==> src/design/tail_drop_queue_round_robin_ci_defines.svh <==
// Assertion macros for the tail-drop queue.
`ifndef TAIL_DROP_QUEUE_ROUND_ROBIN_CI_DEFINES_SVH
`define TAIL_DROP_QUEUE_ROUND_ROBIN_CI_DEFINES_SVH
`ifndef SYNTH
`define TDQ_ASSERT(label, clk, rst_n, prop, msg) \
	label: assert property (@(posedge clk) disable iff (!rst_n) prop) else $error(msg);
`define TDQ_ASSERT_NEXT(label, clk, rst_n, pre, post, msg) \
	label: assert property (@(posedge clk) disable iff (!rst_n) pre |=> post) else $error(msg);
`else
`define TDQ_ASSERT(label, clk, rst_n, prop, msg)
`define TDQ_ASSERT_NEXT(label, clk, rst_n, pre, post, msg)
`endif
`endif

==> src/design/tdq_pkg.sv <==
package tdq_pkg;
	localparam int QueueDepthDef = 128;
	localparam int MaxPortsDef = 8;
	localparam int IdWidthDef = 32;
	localparam logic [2:0] EV_ENQ = 3'd0;
	localparam logic [2:0] EV_DROP = 3'd1;
	localparam logic [2:0] EV_SENT = 3'd2;
	localparam logic [2:0] EV_EMPTY = 3'd3;
	localparam logic [2:0] EV_BUSY = 3'd4;
	localparam logic [0:0] REG_CAPACITY = 1'd0;
	localparam logic [0:0] REG_PORTS = 1'd1;
	localparam logic [16:0] FILL_WEIGHT = 17'd45875;
	localparam logic [16:0] LOSS_WEIGHT = 17'd19661;
	localparam logic [15:0] FEEDBACK_LIMIT = 16'd9830;

	// front to back: one classified item
	typedef struct packed {
		logic [2:0] code;
		logic [2:0] port;
		logic [31:0] sent_id;
		logic [7:0] occ;
		logic [7:0] cap;
		logic [31:0] drops;
		logic fb;
	} tdq_job_t;
endpackage

==> src/design/tdq_front.sv <==
`include "tail_drop_queue_round_robin_ci_defines.svh"
module tdq_front import tdq_pkg::*; #(
	parameter int QUEUE_DEPTH = QueueDepthDef,
	parameter int MAX_PORTS = MaxPortsDef,
	parameter int ID_WIDTH = IdWidthDef
) (
	input logic clk,
	input logic arst_n,
	input logic in_valid,
	output logic in_stall,
	input logic func,
	input logic [ID_WIDTH-1:0] packet_id,
	input logic [7:0] port_ready_mask,
	input logic [15:0] feedback_draw,
	input logic [7:0] cap_q,
	input logic [3:0] ports_q,
	output logic job_valid,
	output tdq_job_t job,
	input logic job_stall
);
	localparam int AW = $clog2(QUEUE_DEPTH);
	localparam int OW = $clog2(QUEUE_DEPTH + 1);
	localparam int PW = (MAX_PORTS > 1) ? $clog2(MAX_PORTS) : 1;

	logic [ID_WIDTH-1:0] mem_q [QUEUE_DEPTH];
	logic [AW-1:0] head_q, tail_q;
	logic [OW-1:0] occ_q;
	logic [31:0] drops_q;
	logic [PW-1:0] rot_q;
	logic rd_pend_q;
	logic [ID_WIDTH-1:0] rd_data_q;
	tdq_job_t hold_q;
	logic full_q;

	logic [8:0] cap_eff;
	logic [6:0] cnt;
	logic [6:0] sel;
	logic take, fire;
	tdq_job_t j;
	logic [OW-1:0] occ_n;
	logic [31:0] drops_n;

	assign in_stall = full_q || rd_pend_q;
	assign take = in_valid && !in_stall;
	assign job_valid = full_q && !rd_pend_q;
	assign fire = job_valid && !job_stall;

	always_comb begin
		j = '0;
		occ_n = occ_q;
		drops_n = drops_q;
		cap_eff = (32'(cap_q) > QUEUE_DEPTH) ? 9'(QUEUE_DEPTH) : 9'(cap_q);
		cnt = (7'(ports_q) > 7'(MAX_PORTS)) ? 7'(MAX_PORTS) : 7'(ports_q);
		sel = (7'(rot_q) < cnt) ? 7'(rot_q) : 7'd0;
		if (!func) begin
			if (9'(occ_q) >= cap_eff) begin
				j.code = EV_DROP;
				if (drops_q != '1) drops_n = drops_q + 32'd1;
			end else begin
				j.code = EV_ENQ;
				occ_n = occ_q + 1'b1;
			end
		end else if (occ_q == '0 || cnt == '0) begin
			j.code = EV_EMPTY;
		end else begin
			j.port = 3'(sel);
			if (sel < 7'd8 && port_ready_mask[sel[2:0]]) begin
				j.code = EV_SENT;
				occ_n = occ_q - 1'b1;
				j.fb = feedback_draw < FEEDBACK_LIMIT;
			end else begin
				j.code = EV_BUSY;
			end
		end
		j.occ = 8'(occ_n);
		j.cap = cap_q;
		j.drops = drops_n;
	end

	always_ff @(posedge clk) begin
		if (take && !func && j.code == EV_ENQ) mem_q[tail_q] <= packet_id;
		rd_data_q <= mem_q[head_q];
	end

	always_ff @(posedge clk or negedge arst_n) begin
		if (!arst_n) begin
			head_q <= '0;
			tail_q <= '0;
			occ_q <= '0;
			drops_q <= '0;
			rot_q <= '0;
			full_q <= 1'b0;
			rd_pend_q <= 1'b0;
			hold_q <= '0;
		end else begin
			rd_pend_q <= 1'b0;
			if (fire) full_q <= 1'b0;
			if (rd_pend_q && hold_q.code == EV_SENT) hold_q.sent_id <= 32'(rd_data_q);
			if (take) begin
				full_q <= 1'b1;
				hold_q <= j;
				occ_q <= occ_n;
				drops_q <= drops_n;
				if (j.code == EV_ENQ)
					tail_q <= (32'(tail_q) == QUEUE_DEPTH - 1) ? '0 : tail_q + 1'b1;
				if (j.code == EV_SENT || j.code == EV_BUSY)
					rot_q <= (sel + 7'd1 >= cnt) ? '0 : PW'(sel + 7'd1);
				if (j.code == EV_SENT) begin
					rd_pend_q <= 1'b1;
					head_q <= (32'(head_q) == QUEUE_DEPTH - 1) ? '0 : head_q + 1'b1;
				end
			end
		end
	end

	assign job = hold_q;

	`TDQ_ASSERT(a_occ_range, clk, arst_n, (32'(occ_q) <= QUEUE_DEPTH), "occupancy over depth")
	`TDQ_ASSERT_NEXT(a_rd_one, clk, arst_n, rd_pend_q, !rd_pend_q, "read pending twice")
	`TDQ_ASSERT_NEXT(a_drop_keep, clk, arst_n, (take && j.code != EV_DROP),
		(drops_q == $past(drops_q)), "drops moved without drop")
endmodule

==> config.mk <==
export PLATFORM = sky130hd
export DESIGN_NAME = tdq_front
export DESIGN_NICKNAME = d
export VERILOG_FILES = /design/src/design/tdq_pkg.sv /design/src/design/tdq_front.sv
export VERILOG_INCLUDE_DIRS = /design/src /design/src/design
export SDC_FILE = /design/constraint.sdc
export NUM_CORES = 2
export LEC_CHECK = 0
export ABC_AREA = 1
export CORE_ASPECT_RATIO = 0.5
export CORE_MARGIN = 1.5
export CORE_UTILIZATION = 45
export DETAILED_ROUTE_END_ITERATION = 6
export DONT_BUFFER_PORTS = 1
export GPL_ROUTABILITY_DRIVEN = 0
export SYNTH_ARGS = -nofsm -noshare
export SYNTH_HDL_FRONTEND = slang
export SYNTH_SLANG_ARGS = --single-unit
==> constraint.sdc <==
create_clock -name clk -period 5.3 [get_ports clk]
set_clock_uncertainty 0.15 [all_clocks]
set_input_delay 0.265 -clock clk [delete_from_list [all_inputs] [get_ports clk]]
set_output_delay 0.265 -clock clk [all_outputs]
set_load 0.005 [all_outputs]
==> results list <==
* Result of the run: finished with violations
* Violations in the final reports: design-rule violations
* Total half-perimeter wirelength after legalization and detailed placement: 267 mm
* Ordered list of cells on the worst path: ha_1, nand2_1, nand2_1, nand2_2, nand3_1, nand2_1, nand3_1, dlygate4sd3_1, nand3_1, dlygate4sd3_1, nand2_1, nor2_4, nand3_1, dlygate4sd3_1, nand2_1, dlygate4sd3_1
- HP Class: in2reg
* Post-route fraction of the period consumed by the critical path: 95.4%
* Transition at the pin with the smallest max-transition slack: around 1300 ps
- Via count of the first global-routing pass: just under 100k
* Placeable core region: between 300000 and 400000 µm²
- The library cell used most frequently in the layout, excluding fill and tap cells, is sky130_fd_sc_hd__edfxtp_1.
- In the routed design, unresolved DRC markers number 4.
- Setup violations remaining at the end of the flow were counted as 0.
- Die outline area: ~370000 µm²
- CTS sink count: 4234
* Share of flip-flops with an asynchronous set or reset: between 2 and 3%
- The floorplan step set the die height to ~430 µm.
* R2R depth: 16
- Dividing the detail-routed wire length by the instance count gives 28.4 µm.
* Antenna-violating nets left: 0
- Counting every net in the synthesized netlist gives between 10000 and 15000.
- During placement, the flow inserted port buffers numbering 0.
- In this run the core area contains approximately 160 standard-cell rows.
- Clock latency on the worst-skew pair: 960 ps
- EDFF count, synth: roughly 4100
- Power per cell area: approximately 530 nW/µm²
* Number of buffers inserted during clock tree synthesis: roughly 380
* Fillers: a little over 30000
- In this run the deepest clock path goes through 4 buffers.
- FF+latch count, synth: ~4200
- Summed over all layers, the global routing overflow is 0.
- Instance count of the mapped netlist: between 10000 and 15000
* CTS tree: built
- Mean cell area of the mapped netlist: 13.4 µm²
* Worst slack at placement: around 790 ps
- Origin of the worst setup path: rot_q[1]
- Post-CTS setup-driven buffer insertion count: 0
- The setup check on the worst reg-to-reg path leaves a slack of 250 ps.
* Commonest cells after routing, fill and taps aside: sky130_fd_sc_hd__edfxtp_1 (4096), sky130_fd_sc_hd__nor2_1 (2153), sky130_fd_sc_hd__o21ai_0 (2078), sky130_fd_sc_hd__nand2_1 (668), sky130_fd_sc_hd__o22ai_1 (636)
- Setup Total Neg Slack: 0 ps
- Kind of cell adding the most delay to the critical path: buffers and inverters
* Portion of the post-synthesis area used by sequential elements: between 70% and 80%
- STA puts the critical path data required time at approximately 6000 ps.
- The design draws roughly 100 mW.
- In this run the cell area of the synthesized design comes to between 150000 and 200000 µm².
- CP Capture Point: job[0]
- Worst-case headroom to the max-slew limit: around 15%
- Summing over every cut layer, the via total after detailed routing is ~110k.
- CTS clock-pin slew for the worst setup and hold paths: about 60 ps
- Min Hold Slack: approximately 130 ps
- Max Cap Violations: 0
- The initial utilization of the core area, before any placement, comes to approximately 45%.
- Global routing consumed, over all layers together, 26.0% of the routing resources.
* Unrepaired setup endpoints after global routing: no
- Per-cell via count in the routed design: approximately 6.0
- Cell with the largest stage delay on the worst path: sky130_fd_sc_hd__dlygate4sd3_1
- Worst Slack Setup Final: roughly 250 ps
* R2R Path End: job[0]
- For this run, the leading register cell type out of synthesis is sky130_fd_sc_hd__edfxtp_1.
* First-pass GRT wire length: approximately 710 mm
- The critical path contains buffers and inverters numbering 4 combined.
* Largest net degree at the start of global routing: 210
* Synth Warn #: 0
- Element type at the critical path start: flip-flop
- Final core occ: between 50% and 60%
* Number of levels the H-tree was split into: 5
* Peak ir drop on the vdd network: 0.000412 V
* Critical register-to-register path startpoint: rot_q[1]
- Clock tree synthesis selected as its root buffer the cell sky130_fd_sc_hd__clkbuf_16.
- Initial DRC Count: around 14000
* Data arrival time at the worst-slack endpoint: 5740 ps
- The die is 861 µm wide.
- Shortest period the worst path allows: ~5100 ps
- During I/O placement, the number of pins put on the boundary was between 150 and 200.
- Nature of the critical path endpoint: flip-flop
* Cell repeated most along the worst path: sky130_fd_sc_hd__nand2_1
- The worst setup path is of the reg2reg kind.
* Maximum achievable frequency: 198 MHz
- Post-DP Area: between 150000 and 200000 µm²
- Of the cells placed in the final design, the portion with a size suffix greater than 1 is about 9.1%.
* Count of final max-slew check failures: 0
- Final wirelength: between 400 and 500 mm
- After synthesis, the netlist uses 48 different library cells.
- Before antenna repair, the detailed router went through 7 iterations.
- Fin cells: roughly 18000
- Crit path largest cell delay: about 600 ps
- Number of hold violations in the final report: 0
- Counting tap cells, the placed design contains a total of ~17000 instances.
- Leak: about 59 nW
- The finished cells cover 187000 µm².
* Syn-to-layout area delta: 12.9%
* Final Net Count: between 10000 and 15000
* Number of logic stages on the critical path including buffering: 16
- Antenna violations before repair: 25
- Crit Path Max Fanout: 16
-- sequential cells by signal (all words and copies together) (netlist names), named ones only --
register	flops
mem_q	4096
job	47
rd_data_q	32
head_q	7
tail_q	7
rot_q	3
full_q	1
rd_pend_q	1
-- worst register-to-register path: cells and delay by family (launching register included) --
kind | cells | cell delay, ps
buffers and inverters | 4 | 2280
adder cells (fa/ha/maj) | 1 | 310
AND/OR/NAND/NOR | 11 | 1870
flip-flops | 1 | 400
-- Yosys cell counts, drive strengths merged (72+ instances only) --
cell       n  share of area, %
o21ai   2157               6.5
o22ai    636               2.4
dfrtp    106               1.6
nor2    2287               5.2
edfxtp  4096                74
a21oi    150              0.45
inv      120              0.27
o221ai   383               2.0
nand4     72              0.27
nand3    485               1.5
clkbuf   476               1.1
nand2    674               1.5
o211ai   104              0.47
buf      413               1.3
-- timing repair --
| action | 4_1_cts | 5_1_grt |
|---|---|---|
| endpoints found under the hold margin | 4284 | 0 |
| hold buffers | 115 | 0 |
| resized for setup | 0 | 0 |
-- worst min-delay path by stage --
stage / endpoint / slack, ps / from / depth (start not counted)
after floorplan: async pin / -180 / arst_n / 0
after global placement: async pin / -180 / arst_n / 0
after detailed placement: async pin / -180 / arst_n / 0
after CTS: job[84] / 20 / cap_q[4] / 9
after global routing: job[84] / 140 / cap_q[4] / 9
final: job[84] / 130 / cap_q[4] / 9
-- cell families after synthesis --
group | count (synthesis) | synth area share [%]
AO/OA/AOI/OAI | 3480 | 12.1
XOR/XNOR | 42 | 0.222
buffers and inverters | 1011 | 2.70
AND/OR/NAND/NOR | 3553 | 8.60
flip-flops | 4234 | 76.2
adder cells (fa/ha/maj) | 20 | 0.151
-- power breakdown --
group / switching [mW] / internal [mW] / total [mW] / leakage (nW)
clock network: 12.5 / 15.7 / 28.1 / 6.12
logic: 25.0 / 8.63 / 33.6 / 14.6
registers: 0.753 / 37.2 / 37.9 / 38.5
-- area by class of cell --
class	instances	area, µm²	share of cell area, %
Antenna cell	10	25.0	0.0134
Clock buffer	477	10300	5.51
Clock inverter	220	2130	1.14
Inverter	122	498	0.266
Multi-Input combinational cell	7095	35900	19.2
Sequential cell	4234	126000	67.5
Tap cell	4929	6170	3.30
Timing Repair Buffer	498	5700	3.05
-- routing by layer --
| metal | up-vias | part of all wire, % | GRT usage, % |
|---|---|---|---|
| met4 | 6 | 3.9 | 9.04 |
| met1 | 53900 | 40 | 36.5 |
| met2 | 5194 | 46 | 40.8 |
| met3 | 811 | 9.8 | 5.06 |
| met5 | - | 0.0066 | 0 |
| li1 | 46500 | - | - |
No activity file was read; power rests on OpenSTA's default activity.
