File: src/design/tail_drop_queue_round_robin_ci_defines.svh
// Assertion macros for the tail-drop queue.
`ifndef TAIL_DROP_QUEUE_ROUND_ROBIN_CI_DEFINES_SVH
`define TAIL_DROP_QUEUE_ROUND_ROBIN_CI_DEFINES_SVH
`ifndef SYNTH
`define TDQ_ASSERT(label, clk, rst_n, prop, msg) \
	label: assert property (@(posedge clk) disable iff (!rst_n) prop) else $error(msg);
`define TDQ_ASSERT_NEXT(label, clk, rst_n, pre, post, msg) \
	label: assert property (@(posedge clk) disable iff (!rst_n) pre |=> post) else $error(msg);
`else
`define TDQ_ASSERT(label, clk, rst_n, prop, msg)
`define TDQ_ASSERT_NEXT(label, clk, rst_n, pre, post, msg)
`endif
`endif

File: src/design/tdq_pkg.sv
package tdq_pkg;
	localparam int QueueDepthDef = 128;
	localparam int MaxPortsDef = 8;
	localparam int IdWidthDef = 32;
	localparam logic [2:0] EV_ENQ = 3'd0;
	localparam logic [2:0] EV_DROP = 3'd1;
	localparam logic [2:0] EV_SENT = 3'd2;
	localparam logic [2:0] EV_EMPTY = 3'd3;
	localparam logic [2:0] EV_BUSY = 3'd4;
	localparam logic [0:0] REG_CAPACITY = 1'd0;
	localparam logic [0:0] REG_PORTS = 1'd1;
	localparam logic [16:0] FILL_WEIGHT = 17'd45875;
	localparam logic [16:0] LOSS_WEIGHT = 17'd19661;
	localparam logic [15:0] FEEDBACK_LIMIT = 16'd9830;

	// front to back: one classified item
	typedef struct packed {
		logic [2:0] code;
		logic [2:0] port;
		logic [31:0] sent_id;
		logic [7:0] occ;
		logic [7:0] cap;
		logic [31:0] drops;
		logic fb;
	} tdq_job_t;
endpackage

File: src/design/tdq_back.sv
`include "tail_drop_queue_round_robin_ci_defines.svh"
module tdq_back import tdq_pkg::*; (
	input logic clk,
	input logic arst_n,
	input logic job_valid,
	output logic job_stall,
	input tdq_job_t job,
	output logic out_valid,
	input logic out_stall,
	output logic [2:0] event_code,
	output logic [31:0] sent_id,
	output logic [2:0] out_port,
	output logic [15:0] congestion_index,
	output logic feedback_flag,
	output logic [31:0] drops_total
);
	localparam logic [1:0] ST_IDLE = 2'd0;
	localparam logic [1:0] ST_DIV = 2'd1;
	localparam logic [1:0] ST_OUT = 2'd2;

	logic [1:0] st_q;
	tdq_job_t job_q;
	logic phase_q;
	logic [5:0] step_q;
	logic [48:0] num_q;
	logic [32:0] den_q;
	logic [33:0] rem_q;
	logic [15:0] quo_q;
	logic [15:0] fill_q;
	logic [33:0] trial;
	logic [16:0] sum;

	assign job_stall = st_q != ST_IDLE;
	// a sent result waits in ST_OUT until its index is registered
	assign out_valid = (st_q == ST_OUT) && !(job_q.code == EV_SENT && step_q == '0);
	assign trial = {rem_q[32:0], num_q[48]} - {1'b0, den_q};
	assign sum = 17'(fill_q) + 17'(quo_q);

	always_ff @(posedge clk or negedge arst_n) begin
		if (!arst_n) begin
			st_q <= ST_IDLE;
			phase_q <= 1'b0;
			step_q <= '0;
			job_q <= '0;
			num_q <= '0;
			den_q <= '0;
			rem_q <= '0;
			quo_q <= '0;
			fill_q <= '0;
			congestion_index <= '0;
		end else begin
			unique case (st_q)
				ST_IDLE: begin
					if (job_valid) begin
						job_q <= job;
						congestion_index <= '0;
						if (job.code == EV_SENT) begin
							st_q <= ST_DIV;
							phase_q <= 1'b0;
							step_q <= '0;
							rem_q <= '0;
							num_q <= 49'(FILL_WEIGHT) * 49'(job.occ);
							den_q <= 33'(job.cap);
							if (job.cap == '0 || job.occ >= job.cap) begin
								fill_q <= 16'(FILL_WEIGHT);
								phase_q <= 1'b1;
								num_q <= 49'(LOSS_WEIGHT) * 49'(job.drops);
								den_q <= 33'(job.drops) + 33'd1;
							end
						end else begin
							st_q <= ST_OUT;
						end
					end
				end
				ST_DIV: begin
					num_q <= {num_q[47:0], 1'b0};
					step_q <= step_q + 6'd1;
					if (!trial[33]) begin
						rem_q <= trial;
						quo_q <= {quo_q[14:0], 1'b1};
					end else begin
						rem_q <= {rem_q[32:0], num_q[48]};
						quo_q <= {quo_q[14:0], 1'b0};
					end
					if (step_q == 6'd48) begin
						step_q <= '0;
						rem_q <= '0;
						if (!phase_q) begin
							fill_q <= (!trial[33]) ? {quo_q[14:0], 1'b1} : {quo_q[14:0], 1'b0};
							phase_q <= 1'b1;
							num_q <= 49'(LOSS_WEIGHT) * 49'(job_q.drops);
							den_q <= 33'(job_q.drops) + 33'd1;
						end else begin
							quo_q <= (!trial[33]) ? {quo_q[14:0], 1'b1} : {quo_q[14:0], 1'b0};
							st_q <= ST_OUT;
							phase_q <= 1'b0;
						end
					end
				end
				ST_OUT: begin
					if (job_q.code == EV_SENT && phase_q == 1'b0 && step_q == '0) begin
						congestion_index <= sum[16] ? 16'hFFFF : sum[15:0];
						step_q <= 6'd1;
					end else if (!out_stall) begin
						st_q <= ST_IDLE;
						step_q <= '0;
					end
				end
				default: st_q <= ST_IDLE;
			endcase
		end
	end

	assign event_code = job_q.code;
	assign sent_id = (job_q.code == EV_SENT) ? job_q.sent_id : '0;
	assign out_port = job_q.port;
	assign feedback_flag = job_q.fb;
	assign drops_total = job_q.drops;

	`TDQ_ASSERT(a_busy, clk, arst_n, (out_valid |-> job_stall), "output while accepting")
	`TDQ_ASSERT_NEXT(a_hold, clk, arst_n, (out_valid && out_stall && step_q != '0),
		$stable(congestion_index), "index changed under stall")
	`TDQ_ASSERT(a_step, clk, arst_n, (step_q <= 6'd48), "divider step over range")
endmodule

File: config.mk
export PLATFORM = sky130hd
export DESIGN_NAME = tdq_back
export DESIGN_NICKNAME = d
export VERILOG_FILES = /design/src/design/tdq_pkg.sv /design/src/design/tdq_back.sv
export VERILOG_INCLUDE_DIRS = /design/src /design/src/design
export SDC_FILE = /design/constraint.sdc
export NUM_CORES = 2
export LEC_CHECK = 0
export ABC_CLOCK_PERIOD_IN_PS = 7920
export BUFFER_PORTS_ARGS = -buffer_cell sky130_fd_sc_hd__buf_4
export CAP_MARGIN = 20
export CORE_MARGIN = 2
export CORE_UTILIZATION = 60
export DETAILED_ROUTE_END_ITERATION = 12
export GPL_ROUTABILITY_DRIVEN = 1
export GPL_TIMING_DRIVEN = 0
export PLACE_DENSITY = 0.88
export REMOVE_ABC_BUFFERS = 1
export SLEW_MARGIN = 20
export SYNTH_ARGS = -nofsm -noshare
export SYNTH_HDL_FRONTEND = slang
export SYNTH_SLANG_ARGS = --single-unit
File: constraint.sdc
create_clock -name clk -period 7.92 [get_ports clk]
set_input_delay 1.584 -clock clk [delete_from_list [all_inputs] [get_ports clk]]
set_output_delay 1.584 -clock clk [all_outputs]
set_load 0.01 [all_outputs]
==> qor.yml <==
cts_tree: "done"
holdBufCountCts: 0
numCtsBuffers: 28
total_of_endpoints_with_negative_setup_slack_in_the_final_report: 0
endpoint_kind: "flip-flop"
drt_first_pass_iters: 6
cts_buffer_depth: 3
floorplan.initialDensity: 0.609
io_buffers: 179
antenna_found_initial: 1
syn_inst: 3819
postCtsSetupRepairBufs: 0
detailroute.via_count: 27900
synth-warning-count: 0
grt_first_pass_wirelength_um: 150000
placer_s_final_routability_congestion_estimate: 0.955
hold_path_class: "flip-flop to flip-flop"
cp_data_required_time_ps: 8380
crit_top_cell: "sky130_fd_sc_hd__fa_1"
synth_seq_cells: 243
core_area_mm2: 0.0566
worst_r2r_path_depth: 22
number_of_stages_on_the_worst_setup_path: 22
hold-path-cell-count: 1
post_detailed_route_count_of_antenna_violating_nets: 0
timing.critical_path.max_delay_family: "adder cells"
skew_ps: 9.58
synth_flop_cell: "sky130_fd_sc_hd__dfrtp_1"
worstMarginPinSlew_ps: 1050
synth_enable_flop_cells: 0
fp.dieArea_mm2: 0.0594
final.min_clock_period_ps: 7420
globalRoute.totalOverflow: 0
avgSynthCellArea_um2: 9.03
worst_hold_slack_ps: 477
drc_errors: 0
rows: 87
grt.total_usage: 0.313
filler_cell_count: 4302
crit_path_max_incr_delay_ps: 550
final_min_period_over_clock_period: 0.937
critical_path_top_delay_cell: "sky130_fd_sc_hd__fa_1"
number_of_inserted_diodes: 0
criticalPathCategory: "input port to flip-flop"
cp.arrival_ps: 7890
multiInputGateArea_mm2: 0.0249
clock_latency_ps: 590
first_global_vias: 29200
io_pins: 180
synth_cell_types: 80
finalHoldViolations: 0
max_cap_viol_count: 0
cts_root_buffer: "sky130_fd_sc_hd__clkbuf_16"
pin_count_of_the_biggest_net_entering_global_routing: 87
slew-limit-headroom: 0.287
rsz_0062_raised_after_global_routing: "false"
avgViaCountPerCell: 5.97
critical_path_buf_inv_count: 5
wire_per_inst_um: 19.5
timing.critical_path.from_type: "input port"
ys_seq_area_frac: 0.176
initial_drc_count: 2338
worst-path-max-fanout: 11
final_net_count: 4890
synthesis.area_mm2: 0.0345
crit_path_cell_trace: "buf_4, ha_1, inv_1, fa_1, fa_1, inv_1, fa_1, fa_1, inv_1, fa_1, inv_1, ha_1, and3_1, a31oi_1, a211oi_1, o211ai_1, o31a_1, o31ai_2, nor2_1, xnor2_1, a222oi_1, o21ai_0"
maximum_clock_frequency_mhz: 135
h-tree-depth: 1
clk_pin_slew_worst_setup_hold_paths_ps: 60
final-seq-area_mm2: 0.00608
drive_gt1_frac: 0.0910
dp_hpwl_um: 73100
chipWidth_um: 244
finalWirelength_um: 91400
maxSlewViolCount: 0
die_h_um: 244
outcome: "finished, final reports clean"
cts_num_sinks: 243
syn2layout_area_growth_pct: 8.84
postSynth.asyncResetShare: 1.00
[final cells by class]
cell class              count  area share
clock buffers              39      0.0208
flip-flops and latches    243       0.162
clock inverters            11     0.00443
repair buffers            199      0.0467
inverters                 773      0.0773
multi-input cells        2659       0.664
well taps                 756      0.0252
[synthesized netlist by cell type (all sizes together) (18+ instances only)]
master | instances | area [um2]
xnor2 | 122 | 1070
xor2 | 102 | 893
nor2b | 31 | 194
and2 | 43 | 269
a21oi | 202 | 1020
nand2 | 268 | 1010
nor2 | 119 | 447
ha | 560 | 7010
inv | 773 | 2900
nand2b | 26 | 163
a221oi | 37 | 337
o21bai | 18 | 135
clkbuf | 94 | 353
o21ai | 227 | 1140
fa | 335 | 6710
o21a | 22 | 165
nand3 | 75 | 375
nand4 | 19 | 119
and3 | 37 | 231
o211ai | 18 | 135
o311ai | 23 | 201
a31oi | 33 | 206
a21o | 92 | 691
mux2 | 79 | 890
buf | 50 | 352
dfrtp | 243 | 6080
[layer usage]
layer	track usage	wire, um	part of all wire	up-vias
met4	0.154	5360	0.059	2
li1	-	-	-	12800
met1	0.390	35900	0.39	13500
met2	0.519	42300	0.46	1251
met3	0.0631	7840	0.086	359
met5	0	13	0.00014	-
[logic make-up (layout without fill, tap and decap cells)]
family / Yosys count / after routing / share of synthesized area
and+or+nand+nor: 674 / 674 / 0.0925
AOI/OAI and AO/OA: 776 / 776 / 0.143
DFF: 243 / 243 / 0.176
adders and majority gates: 895 / 895 / 0.398
buffers and inverters: 917 / 1022 / 0.105
xor gates and xnor gates: 224 / 224 / 0.0569
muxes: 90 / 90 / 0.0290
[layout by cell type (no fill, tap or decap), types with 33 or more instances in the layout]
master                     netlist  layout
sky130_fd_sc_hd__fa_1          335     335
sky130_fd_sc_hd__nand3_1        75      75
sky130_fd_sc_hd__nor2_1        119     115
sky130_fd_sc_hd__a221oi_1       35      35
sky130_fd_sc_hd__nand2_1       268     266
sky130_fd_sc_hd__ha_1          560     559
sky130_fd_sc_hd__inv_1         773     773
sky130_fd_sc_hd__a21o_1         92      92
sky130_fd_sc_hd__o21ai_0       219     218
sky130_fd_sc_hd__buf_4          39     185
sky130_fd_sc_hd__mux2_2         79      79
sky130_fd_sc_hd__a21oi_1       199     198
sky130_fd_sc_hd__xor2_1        102     102
sky130_fd_sc_hd__and2_1         42      42
sky130_fd_sc_hd__dfrtp_1       243     243
sky130_fd_sc_hd__a31oi_1        33      33
sky130_fd_sc_hd__xnor2_1       122     122
sky130_fd_sc_hd__and3_1         37      37
[repair_timing]
item | in CTS | in global routing
setup endpoints to repair | 0 | 1
gates resized for setup | 0 | 1
endpoints found under the hold margin | 0 | 0
[state kept, by name, indices dropped and copies added (netlist names), 2 cells and up]
register          count
num_q                49
den_q                33
rem_q                33
drops_total          32
job_q                32
congestion_index     16
fill_q               16
quo_q                16
step_q                6
event_code            3
out_port              3
st_q                  2
[worst paths after layout]
path	from	end	slack (ps)
max in group asynchronous	arst_n	job_q[51]	5680
min in group asynchronous	arst_n	drops_total[31]	960
worst min-delay path	congestion_index[13]	congestion_index[13]	480
worst max register to register	drops_total[16]	num_q[42]	550
worst min register to register	congestion_index[13]	congestion_index[13]	480
worst max-delay path	job[1]	num_q[38]	500
[metrics by stage]
stage / utilization / area, um2 / cells / TNS [ps] / setup slack (ps)
2_1_floorplan: - / 33800 / 3675 / -1080 / -186
3_3_place_gp: 0.637 / 36100 / 4610 / -627260 / -7830
3_5_place_dp: 0.646 / 36600 / 4630 / -550 / -183
4_1_cts: 0.663 / 37500 / 4680 / 0 / 396
5_1_grt: 0.663 / 37500 / 4680 / 0 / 227
6_report: 0.663 / 37500 / 4680 / 0 / 496
[worst reg2reg max path, stage by stage, from the launching register on]
cell	delay, ps
sky130_fd_sc_hd__dfrtp_1	890
sky130_fd_sc_hd__ha_1	380
sky130_fd_sc_hd__ha_1	280
sky130_fd_sc_hd__inv_1	60
sky130_fd_sc_hd__fa_1	520
sky130_fd_sc_hd__inv_1	60
sky130_fd_sc_hd__fa_1	490
sky130_fd_sc_hd__fa_1	500
sky130_fd_sc_hd__inv_1	50
sky130_fd_sc_hd__fa_1	470
sky130_fd_sc_hd__inv_1	40
sky130_fd_sc_hd__ha_1	360
sky130_fd_sc_hd__and3_1	310
sky130_fd_sc_hd__nand3_1	120
sky130_fd_sc_hd__a211oi_1	620
sky130_fd_sc_hd__o31ai_1	280
sky130_fd_sc_hd__o21a_1	300
sky130_fd_sc_hd__o31ai_1	690
sky130_fd_sc_hd__a21oi_1	200
sky130_fd_sc_hd__o21ai_0	250
sky130_fd_sc_hd__xor2_1	170
sky130_fd_sc_hd__nand2_1	70
sky130_fd_sc_hd__a21oi_1	170
Power is left out: the tool's default activity adds up to more than one toggle a clock period on the data nets, which glitch-free logic cannot reach.
